$ cat src/rtl/core/lpm_pkg.sv
// ----------------------------------------------------------------------------
// lpm_pkg
// Shared types, constants and helpers for the multichannel ladder low-pass.
// ----------------------------------------------------------------------------
package lpm_pkg;

    localparam int NUM_CHANNELS      = 16;
    localparam int OVERSAMPLE_PASSES = 2;

    localparam int CH_W   = (NUM_CHANNELS > 1) ? $clog2(NUM_CHANNELS) : 1;
    localparam int PASS_W = (OVERSAMPLE_PASSES > 1) ? $clog2(OVERSAMPLE_PASSES) : 1;

    // Field widths
    localparam int SMP_W = 24;
    localparam int CUT_W = 18;
    localparam int RES_W = 15;
    localparam int CHN_W = 4;

    // Shared multiplier operand widths: wide data side, signed weight side
    localparam int OPA_W = 28;
    localparam int OPW_W = 18;

    localparam int Q20_ONE = 1048576;
    localparam int S24_MAX = 8388607;
    localparam int S24_MIN = -8388608;
    localparam int CUT_ONE = 65536;

    // Q16 smoothing weights, each pair sums to one
    localparam logic signed [OPW_W-1:0] W_FB_OLD = 18'sd27394;
    localparam logic signed [OPW_W-1:0] W_FB_NEW = 18'sd38142;
    localparam logic signed [OPW_W-1:0] W_PH_NEW = 18'sd23593;
    localparam logic signed [OPW_W-1:0] W_PH_OLD = 18'sd41943;

    typedef enum logic [2:0] {
        ST_IDLE,
        ST_MUL_A,
        ST_MUL_B,
        ST_WRITE,
        ST_STORE
    } t_state;

    typedef enum logic [2:0] {
        OP_DRIVE,
        OP_FEEDBACK,
        OP_PHASE,
        OP_POLE1,
        OP_POLE2,
        OP_POLE3,
        OP_POLE4
    } t_op;

    typedef enum logic [1:0] {
        LIM_NONE,
        LIM_S24,
        LIM_UNIT
    } t_lim;

    typedef struct packed {
        t_op  op;
        logic mul_b;
        logic wr;
        logic store;
        logic ready;
    } t_seq_ctl;

    typedef struct packed {
        logic load_acc;
        logic short_round;
        t_lim lim;
    } t_mac_ctl;

    // Fold the channel field onto the instances that exist
    function automatic logic [CH_W-1:0] chan_index(input logic [CHN_W-1:0] c);
        logic [CH_W-1:0] idx;
        idx = '0;
        for (int k = 0; k < (1 << CHN_W); k++) begin
            if (c == CHN_W'(k)) begin
                idx = CH_W'(k % NUM_CHANNELS);
            end
        end
        return idx;
    endfunction

endpackage

$ cat src/rtl/core/ladder_lowpass_multichannel.sv
// ----------------------------------------------------------------------------
// ladder_lowpass_multichannel
// Four-pole resonant ladder low-pass with per-channel state and two
// oversampled passes per sample, run on one shared multiply-accumulate.
// ----------------------------------------------------------------------------
//  channel   dir  bits  fields (low bit up)
//  s_axis    in   64    sample_in[23:0] cutoff[41:24] resonance[56:42]
//                       channel[60:57], zero pad [63:61]
//  m_axis    out  24    sample_out[23:0]
//
//  One item runs seven operations per pass, each through the states MUL_A,
//  MUL_B and WRITE on the shared MAC (two products, then sum, round and
//  limit), between the accept and store cycles.
//  s_axis_tready is high only while idle. A result waiting in the output
//  register does not block the next accept; the store waits for it.
//  Synchronous active-low reset clears all channel state and the output valid flag.
// ----------------------------------------------------------------------------
module ladder_lowpass_multichannel (
    input  logic        i_clk,
    input  logic        i_rst_n,
    input  logic        s_axis_tvalid,
    output logic        s_axis_tready,
    input  logic [63:0] s_axis_tdata,   // sample_in, cutoff, resonance, channel
    output logic        m_axis_tvalid,
    input  logic        m_axis_tready,
    output logic [23:0] m_axis_tdata    // sample_out
);

    localparam int OPA_W = lpm_pkg::OPA_W;
    localparam int OPW_W = lpm_pkg::OPW_W;
    localparam int NCH   = lpm_pkg::NUM_CHANNELS;

    lpm_pkg::t_seq_ctl seq;
    lpm_pkg::t_mac_ctl mac_ctl;

    logic in_fire;
    logic out_free;

    logic signed [23:0] in_sample;
    logic signed [17:0] in_cutoff;
    logic [14:0]        in_res;
    logic [lpm_pkg::CH_W-1:0] in_ch;
    logic [16:0]        in_f;

    // Per-channel state
    logic signed [23:0] r_fb_mem [NCH];
    logic signed [23:0] r_s1_mem [NCH];
    logic signed [23:0] r_s2_mem [NCH];
    logic signed [23:0] r_s3_mem [NCH];
    logic signed [23:0] r_s4_mem [NCH];

    // Working copy of the addressed channel
    logic signed [23:0] r_x;
    logic [16:0]        r_f;
    logic [16:0]        r_g;
    logic [14:0]        r_q;
    logic [lpm_pkg::CH_W-1:0] r_ch;
    logic signed [23:0] r_fb;
    logic signed [23:0] r_s1;
    logic signed [23:0] r_s2;
    logic signed [23:0] r_s3;
    logic signed [23:0] r_s4;
    logic signed [23:0] r_prev;
    logic signed [OPA_W-1:0] r_drive;
    logic signed [24:0] r_u;

    logic               r_out_valid;
    logic [23:0]        r_out_data;

    logic signed [OPA_W-1:0] a_data, b_data, opa;
    logic signed [OPW_W-1:0] a_w, b_w, opw, w_f, w_g;
    logic signed [OPA_W-1:0] mac_res;

    assign in_fire  = s_axis_tvalid && s_axis_tready;
    assign out_free = !r_out_valid || m_axis_tready;

    assign in_sample = $signed(s_axis_tdata[23:0]);
    assign in_cutoff = $signed(s_axis_tdata[41:24]);
    assign in_res    = s_axis_tdata[56:42];
    assign in_ch     = lpm_pkg::chan_index(s_axis_tdata[60:57]);

    // Clamp cutoff to 0..1.0
    always_comb begin
        if (in_cutoff < 18'sd0) begin
            in_f = '0;
        end else if (in_cutoff > 18'sd65536) begin
            in_f = 17'(lpm_pkg::CUT_ONE);
        end else begin
            in_f = in_cutoff[16:0];
        end
    end

    lpm_ctrl u_ctrl (
        .i_clk      (i_clk),
        .i_rst_n    (i_rst_n),
        .i_in_fire  (in_fire),
        .i_out_free (out_free),
        .o_ctl      (seq)
    );

    assign w_f = $signed({1'b0, r_f});
    assign w_g = $signed({1'b0, r_g});

    // Operand select per operation
    always_comb begin
        unique case (seq.op)
            lpm_pkg::OP_DRIVE: begin
                a_data = OPA_W'(r_s4);    a_w = $signed({3'b000, r_q});
                b_data = '0;              b_w = '0;
            end
            lpm_pkg::OP_FEEDBACK: begin
                a_data = OPA_W'(r_fb);    a_w = lpm_pkg::W_FB_OLD;
                b_data = r_drive;         b_w = lpm_pkg::W_FB_NEW;
            end
            lpm_pkg::OP_PHASE: begin
                a_data = OPA_W'(r_fb);    a_w = lpm_pkg::W_PH_NEW;
                b_data = OPA_W'(r_prev);  b_w = lpm_pkg::W_PH_OLD;
            end
            lpm_pkg::OP_POLE1: begin
                a_data = OPA_W'(r_u);     a_w = w_f;
                b_data = OPA_W'(r_s1);    b_w = w_g;
            end
            lpm_pkg::OP_POLE2: begin
                a_data = OPA_W'(r_s1);    a_w = w_f;
                b_data = OPA_W'(r_s2);    b_w = w_g;
            end
            lpm_pkg::OP_POLE3: begin
                a_data = OPA_W'(r_s2);    a_w = w_f;
                b_data = OPA_W'(r_s3);    b_w = w_g;
            end
            default: begin
                a_data = OPA_W'(r_s3);    a_w = w_f;
                b_data = OPA_W'(r_s4);    b_w = w_g;
            end
        endcase
        opa = seq.mul_b ? b_data : a_data;
        opw = seq.mul_b ? b_w : a_w;

        mac_ctl.load_acc    = seq.mul_b;
        mac_ctl.short_round = (seq.op == lpm_pkg::OP_DRIVE);
        unique case (seq.op)
            lpm_pkg::OP_DRIVE, lpm_pkg::OP_PHASE: mac_ctl.lim = lpm_pkg::LIM_NONE;
            lpm_pkg::OP_POLE1:                    mac_ctl.lim = lpm_pkg::LIM_UNIT;
            default:                              mac_ctl.lim = lpm_pkg::LIM_S24;
        endcase
    end

    lpm_mac u_mac (
        .i_clk    (i_clk),
        .i_ctl    (mac_ctl),
        .i_opa    (opa),
        .i_opw    (opw),
        .o_result (mac_res)
    );

    // Working registers: load on transfer, update on each write step
    always_ff @(posedge i_clk) begin
        if (in_fire) begin
            r_x  <= in_sample;
            r_f  <= in_f;
            r_g  <= 17'(lpm_pkg::CUT_ONE) - in_f;
            r_q  <= in_res;
            r_ch <= in_ch;
            r_fb <= r_fb_mem[in_ch];
            r_s1 <= r_s1_mem[in_ch];
            r_s2 <= r_s2_mem[in_ch];
            r_s3 <= r_s3_mem[in_ch];
            r_s4 <= r_s4_mem[in_ch];
        end else if (seq.wr) begin
            unique case (seq.op)
                lpm_pkg::OP_DRIVE: begin
                    r_drive <= mac_res;
                    // Limit only the upper side of the previous feedback
                    r_prev  <= (r_fb > 24'(lpm_pkg::Q20_ONE)) ?
                               24'(lpm_pkg::Q20_ONE) : r_fb;
                end
                lpm_pkg::OP_FEEDBACK: r_fb <= mac_res[23:0];
                lpm_pkg::OP_PHASE:    r_u  <= 25'(r_x) - mac_res[24:0];
                lpm_pkg::OP_POLE1:    r_s1 <= mac_res[23:0];
                lpm_pkg::OP_POLE2:    r_s2 <= mac_res[23:0];
                lpm_pkg::OP_POLE3:    r_s3 <= mac_res[23:0];
                default:              r_s4 <= mac_res[23:0];
            endcase
        end
    end

    // Channel state: cleared at reset, written back after the last pass
    always_ff @(posedge i_clk) begin
        if (!i_rst_n) begin
            for (int i = 0; i < NCH; i++) begin
                r_fb_mem[i] <= '0;
                r_s1_mem[i] <= '0;
                r_s2_mem[i] <= '0;
                r_s3_mem[i] <= '0;
                r_s4_mem[i] <= '0;
            end
        end else if (seq.store) begin
            r_fb_mem[r_ch] <= r_fb;
            r_s1_mem[r_ch] <= r_s1;
            r_s2_mem[r_ch] <= r_s2;
            r_s3_mem[r_ch] <= r_s3;
            r_s4_mem[r_ch] <= r_s4;
        end
    end

    // Output register
    always_ff @(posedge i_clk) begin
        if (!i_rst_n) begin
            r_out_valid <= 1'b0;
        end else if (seq.store) begin
            r_out_valid <= 1'b1;
        end else if (m_axis_tready) begin
            r_out_valid <= 1'b0;
        end
    end

    always_ff @(posedge i_clk) begin
        if (seq.store) begin
            r_out_data <= r_s4;
        end
    end

    assign s_axis_tready = seq.ready;
    assign m_axis_tvalid = r_out_valid;
    assign m_axis_tdata  = r_out_data;

endmodule

$ cat src/rtl/core/lpm_mac.sv
// ----------------------------------------------------------------------------
// lpm_mac
// Shared two-term multiply-accumulate with rounding shift and limiting.
// ----------------------------------------------------------------------------
module lpm_mac (
    input  logic                                 i_clk,
    input  lpm_pkg::t_mac_ctl                    i_ctl,
    input  logic signed [lpm_pkg::OPA_W-1:0]     i_opa,
    input  logic signed [lpm_pkg::OPW_W-1:0]     i_opw,
    output logic signed [lpm_pkg::OPA_W-1:0]     o_result
);

    localparam int PROD_W = lpm_pkg::OPA_W + lpm_pkg::OPW_W;
    localparam int SUM_W  = PROD_W + 1;

    localparam logic signed [SUM_W-1:0] HI_S24  = SUM_W'(lpm_pkg::S24_MAX);
    localparam logic signed [SUM_W-1:0] LO_S24  = SUM_W'(lpm_pkg::S24_MIN);
    localparam logic signed [SUM_W-1:0] HI_UNIT = SUM_W'(lpm_pkg::Q20_ONE);
    localparam logic signed [SUM_W-1:0] LO_UNIT = -SUM_W'(lpm_pkg::Q20_ONE);
    localparam logic signed [SUM_W-1:0] HALF_12 = SUM_W'(1 << 11);
    localparam logic signed [SUM_W-1:0] HALF_16 = SUM_W'(1 << 15);

    logic signed [PROD_W-1:0] r_prod;
    logic signed [PROD_W-1:0] r_acc;
    logic signed [SUM_W-1:0]  sum;
    logic signed [SUM_W-1:0]  rnd;
    logic signed [SUM_W-1:0]  shifted;
    logic signed [SUM_W-1:0]  limited;

    always_ff @(posedge i_clk) begin
        r_prod <= i_opa * i_opw;
        if (i_ctl.load_acc) begin
            r_acc <= r_prod;
        end
    end

    always_comb begin
        sum     = SUM_W'(r_acc) + SUM_W'(r_prod);
        rnd     = sum + (i_ctl.short_round ? HALF_12 : HALF_16);
        shifted = i_ctl.short_round ? (rnd >>> 12) : (rnd >>> 16);
        unique case (i_ctl.lim)
            lpm_pkg::LIM_S24: begin
                if (shifted > HI_S24) limited = HI_S24;
                else if (shifted < LO_S24) limited = LO_S24;
                else limited = shifted;
            end
            lpm_pkg::LIM_UNIT: begin
                if (shifted > HI_UNIT) limited = HI_UNIT;
                else if (shifted < LO_UNIT) limited = LO_UNIT;
                else limited = shifted;
            end
            default: begin
                limited = shifted;
            end
        endcase
        o_result = lpm_pkg::OPA_W'(limited);
    end

endmodule

$ cat src/rtl/core/lpm_ctrl.sv
// ----------------------------------------------------------------------------
// lpm_ctrl
// Sequencer: walks the seven operations of each pass through the shared MAC.
// ----------------------------------------------------------------------------
module lpm_ctrl (
    input  logic              i_clk,
    input  logic              i_rst_n,
    input  logic              i_in_fire,
    input  logic              i_out_free,
    output lpm_pkg::t_seq_ctl o_ctl
);

    lpm_pkg::t_state r_state, n_state;
    lpm_pkg::t_op    r_op, n_op;
    logic [lpm_pkg::PASS_W-1:0] r_pass, n_pass;
    logic last_step;

    assign last_step = (r_op == lpm_pkg::OP_POLE4) &&
                       (r_pass == lpm_pkg::PASS_W'(lpm_pkg::OVERSAMPLE_PASSES - 1));

    always_ff @(posedge i_clk) begin
        if (!i_rst_n) begin
            r_state <= lpm_pkg::ST_IDLE;
            r_op    <= lpm_pkg::OP_DRIVE;
            r_pass  <= '0;
        end else begin
            r_state <= n_state;
            r_op    <= n_op;
            r_pass  <= n_pass;
        end
    end

    // Next state
    always_comb begin
        n_state = r_state;
        unique case (r_state)
            lpm_pkg::ST_IDLE:  if (i_in_fire) n_state = lpm_pkg::ST_MUL_A;
            lpm_pkg::ST_MUL_A: n_state = lpm_pkg::ST_MUL_B;
            lpm_pkg::ST_MUL_B: n_state = lpm_pkg::ST_WRITE;
            lpm_pkg::ST_WRITE: n_state = last_step ? lpm_pkg::ST_STORE : lpm_pkg::ST_MUL_A;
            lpm_pkg::ST_STORE: if (i_out_free) n_state = lpm_pkg::ST_IDLE;
            default:           n_state = lpm_pkg::ST_IDLE;
        endcase
    end

    // Operation and pass counters
    always_comb begin
        n_op   = r_op;
        n_pass = r_pass;
        if (i_in_fire) begin
            n_op   = lpm_pkg::OP_DRIVE;
            n_pass = '0;
        end else if (r_state == lpm_pkg::ST_WRITE) begin
            if (r_op == lpm_pkg::OP_POLE4) begin
                n_op   = lpm_pkg::OP_DRIVE;
                n_pass = r_pass + 1'b1;
            end else begin
                n_op = lpm_pkg::t_op'(r_op + 3'd1);
            end
        end
    end

    // Outputs
    always_comb begin
        o_ctl.op    = r_op;
        o_ctl.mul_b = (r_state == lpm_pkg::ST_MUL_B);
        o_ctl.wr    = (r_state == lpm_pkg::ST_WRITE);
        o_ctl.store = (r_state == lpm_pkg::ST_STORE) && i_out_free;
        o_ctl.ready = (r_state == lpm_pkg::ST_IDLE);
    end

endmodule

$ cat config.mk
export PLATFORM = sky130hd
export DESIGN_NAME = ladder_lowpass_multichannel
export DESIGN_NICKNAME = d
export VERILOG_FILES = /design/src/rtl/core/lpm_pkg.sv /design/src/rtl/core/ladder_lowpass_multichannel.sv /design/src/rtl/core/lpm_mac.sv /design/src/rtl/core/lpm_ctrl.sv
export SDC_FILE = /design/constraint.sdc
export NUM_CORES = 2
export LEC_CHECK = 0
export CAP_MARGIN = 20
export CELL_PAD_IN_SITES_DETAIL_PLACEMENT = 2
export CELL_PAD_IN_SITES_GLOBAL_PLACEMENT = 2
export CORE_MARGIN = 8
export CORE_UTILIZATION = 28
export DETAILED_ROUTE_END_ITERATION = 6
export DONT_BUFFER_PORTS = 1
export PLACE_DENSITY = 0.62
export SKIP_CTS_REPAIR_TIMING = 1
export SYNTH_ARGS = -nofsm -noshare
export SYNTH_HDL_FRONTEND = slang
export SYNTH_HIERARCHICAL = 1
export SYNTH_SLANG_ARGS = --single-unit
$ cat constraint.sdc
create_clock -name i_clk -period 22.7 [get_ports i_clk]
set_input_delay 3.405 -clock i_clk [delete_from_list [all_inputs] [get_ports i_clk]]
set_output_delay 3.405 -clock i_clk [all_outputs]
set_load 0.03 [all_outputs]
======== Word-level counts from Yosys, hierarchy flattened ========
Memory sizes are Yosys's and may differ from the RTL's.
Index checks and enable logic that the tools add are counted.
storage, ports and cells
  RAM bits ................................ 1920
  register bits after elaboration ......... 398
  memories ................................ 5
operators by class
  bitwise operators ....................... 2
  add/sub/neg operators ................... 6
  reductions and logical operators ........ 31
  multipliers ............................. 1
  $lt $le $gt $ge ......................... 7
  equal/unequal tests ..................... 30
  muxes and demuxes ....................... 72
memory list
  name      words  bits a word  rd ports  clocked after memory_dff  write ports  RTL line                           RTL
  r_fb_mem  16     24           1         0                         16           ladder_lowpass_multichannel.sv:46  logic signed [23:0] r_fb_mem [NCH];
  r_s1_mem  16     24           1         0                         16           ladder_lowpass_multichannel.sv:47  logic signed [23:0] r_s1_mem [NCH];
  r_s2_mem  16     24           1         0                         16           ladder_lowpass_multichannel.sv:48  logic signed [23:0] r_s2_mem [NCH];
  r_s3_mem  16     24           1         0                         16           ladder_lowpass_multichannel.sv:49  logic signed [23:0] r_s3_mem [NCH];
  r_s4_mem  16     24           1         0                         16           ladder_lowpass_multichannel.sv:50  logic signed [23:0] r_s4_mem [NCH];
operators by type and width
  operator                count
  $mux 24                 20
  $pmux 28 s6             1
  $mux 28                 5
  $pmux 28 s5             1
  $reduce_or 24->1        5
  $pmux 17 s3             2
  $mux 4                  19
  $pmux 28 s2             1
  $mux 17                 3
  $add 46x46->47          1
  $add 47x17->47          1
  $mul 28x18->46          1
  $gt 35x22->1 const B    1
  $gt 35x24->1 const B    1
  $lt 35x21->1 const B    1
  $lt 35x24->1 const B    1
  $mux 34                 1
  $eq 4x4->1 const B      8
  $sub 25x25->25          1
  $gt 24x22->1 const B    1
  $gt 18x18->1 const B    1
  $lt 18x1->1 const B     1
  $sub 17x17->17 const A  1
  $eq 4x3->1 const B      4
  other kinds (25)        67

======== Longest topological paths before layout ========
An unclocked memory read counts as a cell.
  word-level depth ........................ 18
  gate-level depth with buffers ........... 36
  depth with buffers taken out ............ 32

======== Hierarchy ========
Netlist, hierarchy kept.
by module, submodules not included
  module                       seq. area each (um^2)  cells an instance  times used  area each (um^2)
  ladder_lowpass_multichannel  66593.9                6369               1           100400.0
  lpm_mac                      2302.2                 2718               1           24438.4
  lpm_ctrl                     140.1                  42                 1           371.6

======== Least setup slack after synthesis ========
OpenSTA, ideal clock, no wires.
  kind .................................... input-to-reg
  start ................................... input port m_axis_tready
  end ..................................... memory r_fb_mem[3][0] (enable)
  path slack .............................. 8888 ps
  stages .................................. 6
  arrival ................................. 13047 ps
  cell sequence ........................... nand2b_1 and3_2 nand2_1 or3_1 clkbuf_1 o21ai_0
RTL lines
  what         RTL line                           RTL
  from (decl)  ladder_lowpass_multichannel.sv:25  input logic m_axis_tready,
  to (decl)    ladder_lowpass_multichannel.sv:46

======== Final worst setup path ========
  start ................................... register u_ctrl.r_op[1]
  end ..................................... register u_mac.r_prod[44]
between the ends
  cells in the longest elaborated chain, start to end .. 5
ends and longest elaborated chain
  what                                             RTL line                            RTL
  from (decl)                                      lpm_ctrl.sv:14                      lpm_pkg::t_op r_op, n_op;
  from (signal assigned)                           lpm_ctrl.sv:24                      r_op <= lpm_pkg::OP_DRIVE;
  from (signal assigned)                           lpm_ctrl.sv:28                      r_op <= n_op;
  $eq 3x2->1 / $eq 3x1->1 (equally long branches)  ladder_lowpass_multichannel.sv:106  unique case (seq.op)
  $reduce_or 2->1 (no source line)                 n/a
  $pmux 28 s5                                      ladder_lowpass_multichannel.sv:106
  $mux 28 *                                        ladder_lowpass_multichannel.sv:136  opa = seq.mul_b ? b_data : a_data;
  named net opa[7]                                 ladder_lowpass_multichannel.sv:70   logic signed [OPA_W-1:0] a_data, b_data, opa;
  $mul 28x18->46 *                                 lpm_mac.sv:31                       r_prod <= i_opa * i_opw;
  to (signal assigned)                             lpm_mac.sv:31
  to (decl)                                        lpm_mac.sv:23                       logic signed [PROD_W-1:0] r_prod;
Mark *: on every way through the listed nets, which the timed path passes. The rest lies on a longest branch.
A chain may end at the register's enable or synchronous reset.

==> metrics.md <==
| Metric | Value |
|---|---|
| Status | complete, but fails checks |
| Failing checks | max-slew violations |
| Crit Path Category | reg2reg |
| Worst hold path class | reg2reg |
| Vias in the first global route | 86300 |
| Clk slew on worst S/H paths | roughly 60 ps |
| Crit path capture type | register |
| Clock buffer count from CTS | 249 |
| Pre-Repair DR Iteration Count | 6 |
| Skew final | 89.2 ps |
| Total Routed Length | about 450000 um |
| Hold Vio Cnt, Final | 0 |
| Final antenna-violating net count | 0 |
| Cell Area, Synth | 0.125 sq mm |
| Worst Tran Pin Value | 1950 ps |
| Syn Area/Cell | ~14 sq um |
| Area of the multi-input gates | 0.0518 sq mm |
| Max-Slew Margin vs Limit | -0.299 |
| Area after DPL | about 0.13 sq mm |
| Clk Latency, worst-skew pair | 950 ps |
| Ys async rst share | 0 |
| P&R area growth vs syn | 11.9% |
| Synth area leaders | edfxtp_1, mux4_2, and2_1 |
| WHS Path Cells | 0 |
| Die W | 685 um |
| Post-synth EDFFs | 2263 |
| Residual DRC | 0 |
| Vias per Instance | 5.15 |
| Depth of the most critical reg-to-reg path | 31 |
| Sequential-to-total area share from yosys stat | 0.551 |
| Max stage delay on crit path | 660 ps |
| Die H | around 680 um |
| Port bufs | 0 |
| Prevailing post-synth register cell | edfxtp_1 |
| Crit path top cell by count | fa_1 |
| Filler cell count | 45900 |
| Mapped Cells | ~9000 |
| RSZ-0062 raised after global routing | false |
| Startpoint types | register |
| DP HPWL | 262000 um |
| Core Footprint | 0.445 sq mm |
| DR iter-0 viols | 7369 |
| Initial antenna violation count | 54 |
| Data arrival, critical path | 11480 ps |
| Top cells by count, synth | edfxtp_1, and2_1, nand2_1, inv_1, clkbuf_1 |
| Fmax | 93.4 MHz |
| Share of cells above drive strength 1 | 0.144 |
| Io pins | 94 |
| Layout Nets | 9658 |
| Most common cell in the netlist | edfxtp_1 |
| Routed len/inst | between 30 and 40 um |
| Final design instance area without fill | 0.140 sq mm |
| Sum Neg Setup Slack | 0 ps |
| Maxcap violations | 0 |
| Vias | 77400 |
| Clock sink total | 2317 |
| Worst path required time | 23470 ps |
| Clock root buffer | clkbuf_16 |
| Synth area leader | edfxtp_1 |
| Grt total ovfl | 0 |
| Synth Warn # | 6 |
| Final GP Congestion | 0.781 |
| Critical Path Fanout Max | 49 |
| Fin crit share | 0.472 |
| Initial core utilization | 0.281 |
| CTS tree | built |
| Final Critical Period | approximately 11000 ps |
| Clk buf depth | 4 |
| Largest net degree at the start of global routing | 482 |
| Final setup viols | 0 |
| Seq. cell area | a little under 0.07 sq mm |
| First-pass GRT wire length | 649000 um |
| CTS H-Tree Depth | 4 |
| Slowest cell on the critical path | a221oi_1 |
| Max-slew violation count | 152 |
| # rows | 245 |
| Die area | 0.469 sq mm |
| Total GRT Usage | 0.190 |
| Yosys cell types | 101 |
| Post-synth top area share | 0.543 |
| Flops & latches, synth | 2317 |
-- layout by cell type, fill, tap and decap left out, drive strengths merged, types with 60 or more instances in the layout --
| master | Yosys | routed |
|---|---|---|
| a21o | 60 | 60 |
| a21oi | 170 | 170 |
| and2 | 2144 | 2144 |
| buf | 86 | 182 |
| clkbuf | 610 | 311 |
| clkinv | 1 | 106 |
| edfxtp | 2263 | 2263 |
| fa | 492 | 492 |
| ha | 227 | 227 |
| inv | 612 | 621 |
| mux4 | 601 | 601 |
| nand2 | 701 | 701 |
| nor2 | 183 | 183 |
| nor3 | 61 | 61 |
| o21ai | 154 | 154 |
| xnor2 | 75 | 75 |
-- sequential cells by signal, indices dropped and copies added (netlist names), 25 cells and up --
register      flops
r_s3_mem        384
u_mac/r_acc      46
r_drive          28
r_s2_mem        384
r_s1_mem        384
u_mac/r_prod     46
r_u              25
r_fb_mem        384
r_s4_mem        384
-- routing by layer --
layer | share of wire | wire, um | track usage
met1 | 0.43 | 194000 | 0.255
met2 | 0.48 | 220000 | 0.323
met3 | 0.053 | 24200 | 0.0207
met4 | 0.037 | 16700 | 0.0614
met5 | 0.000048 | 22 | 0
-- final cells by class --
class                   instances  area share
repair buffers                182      0.0119
well taps                    5928      0.0530
diodes                         29    0.000518
clock buffers                 311      0.0467
clock inverters               137     0.00827
flip-flops and latches       2317       0.493
multi-input cells            5508       0.370
inverters                     613      0.0165
-- final timing paths --
kind	from	slack (ps)	to
worst max-delay path	u_ctrl/r_op[1]	11990	u_mac/r_prod[44]
worst max register to register	u_ctrl/r_op[1]	11990	u_mac/r_prod[44]
worst min register to register	u_mac/r_prod[21]	440	u_mac/r_acc[21]
worst min-delay path	u_mac/r_prod[21]	440	u_mac/r_acc[21]
-- cells by family after synthesis --
| logic type | share of synthesized area |
|---|---|
| compound gates | 0.0368 |
| xor+xnor | 0.00699 |
| fa+ha+maj | 0.101 |
| buf+inv | 0.0399 |
| flops | 0.551 |
| mux | 0.115 |
| other cells | 0.0000299 |
| simple gates | 0.149 |
-- critical path, delay by kind of cell (launching register included) --
family	cells	cell delay, ps
AO/OA/AOI/OAI	13	3660
flip-flops	1	580
buffers and inverters	7	1530
AND/OR/NAND/NOR	3	1260
XOR/XNOR	1	160
adder cells (fa/ha/maj)	7	3200
-- per-stage QoR --
step	hold slack, ps	std cells	util	setup WS, ps
after global placement	424	14500	0.297	12210
after floorplan	408	9134	-	8890
after CTS	437	15000	0.314	12050
after global routing	451	15000	0.314	11540
final	437	15000	0.314	11990
after detailed placement	419	14500	0.297	12160
Power is left out: the tool's default activity adds up to more than one toggle a clock period on the data nets, which glitch-free logic cannot reach.
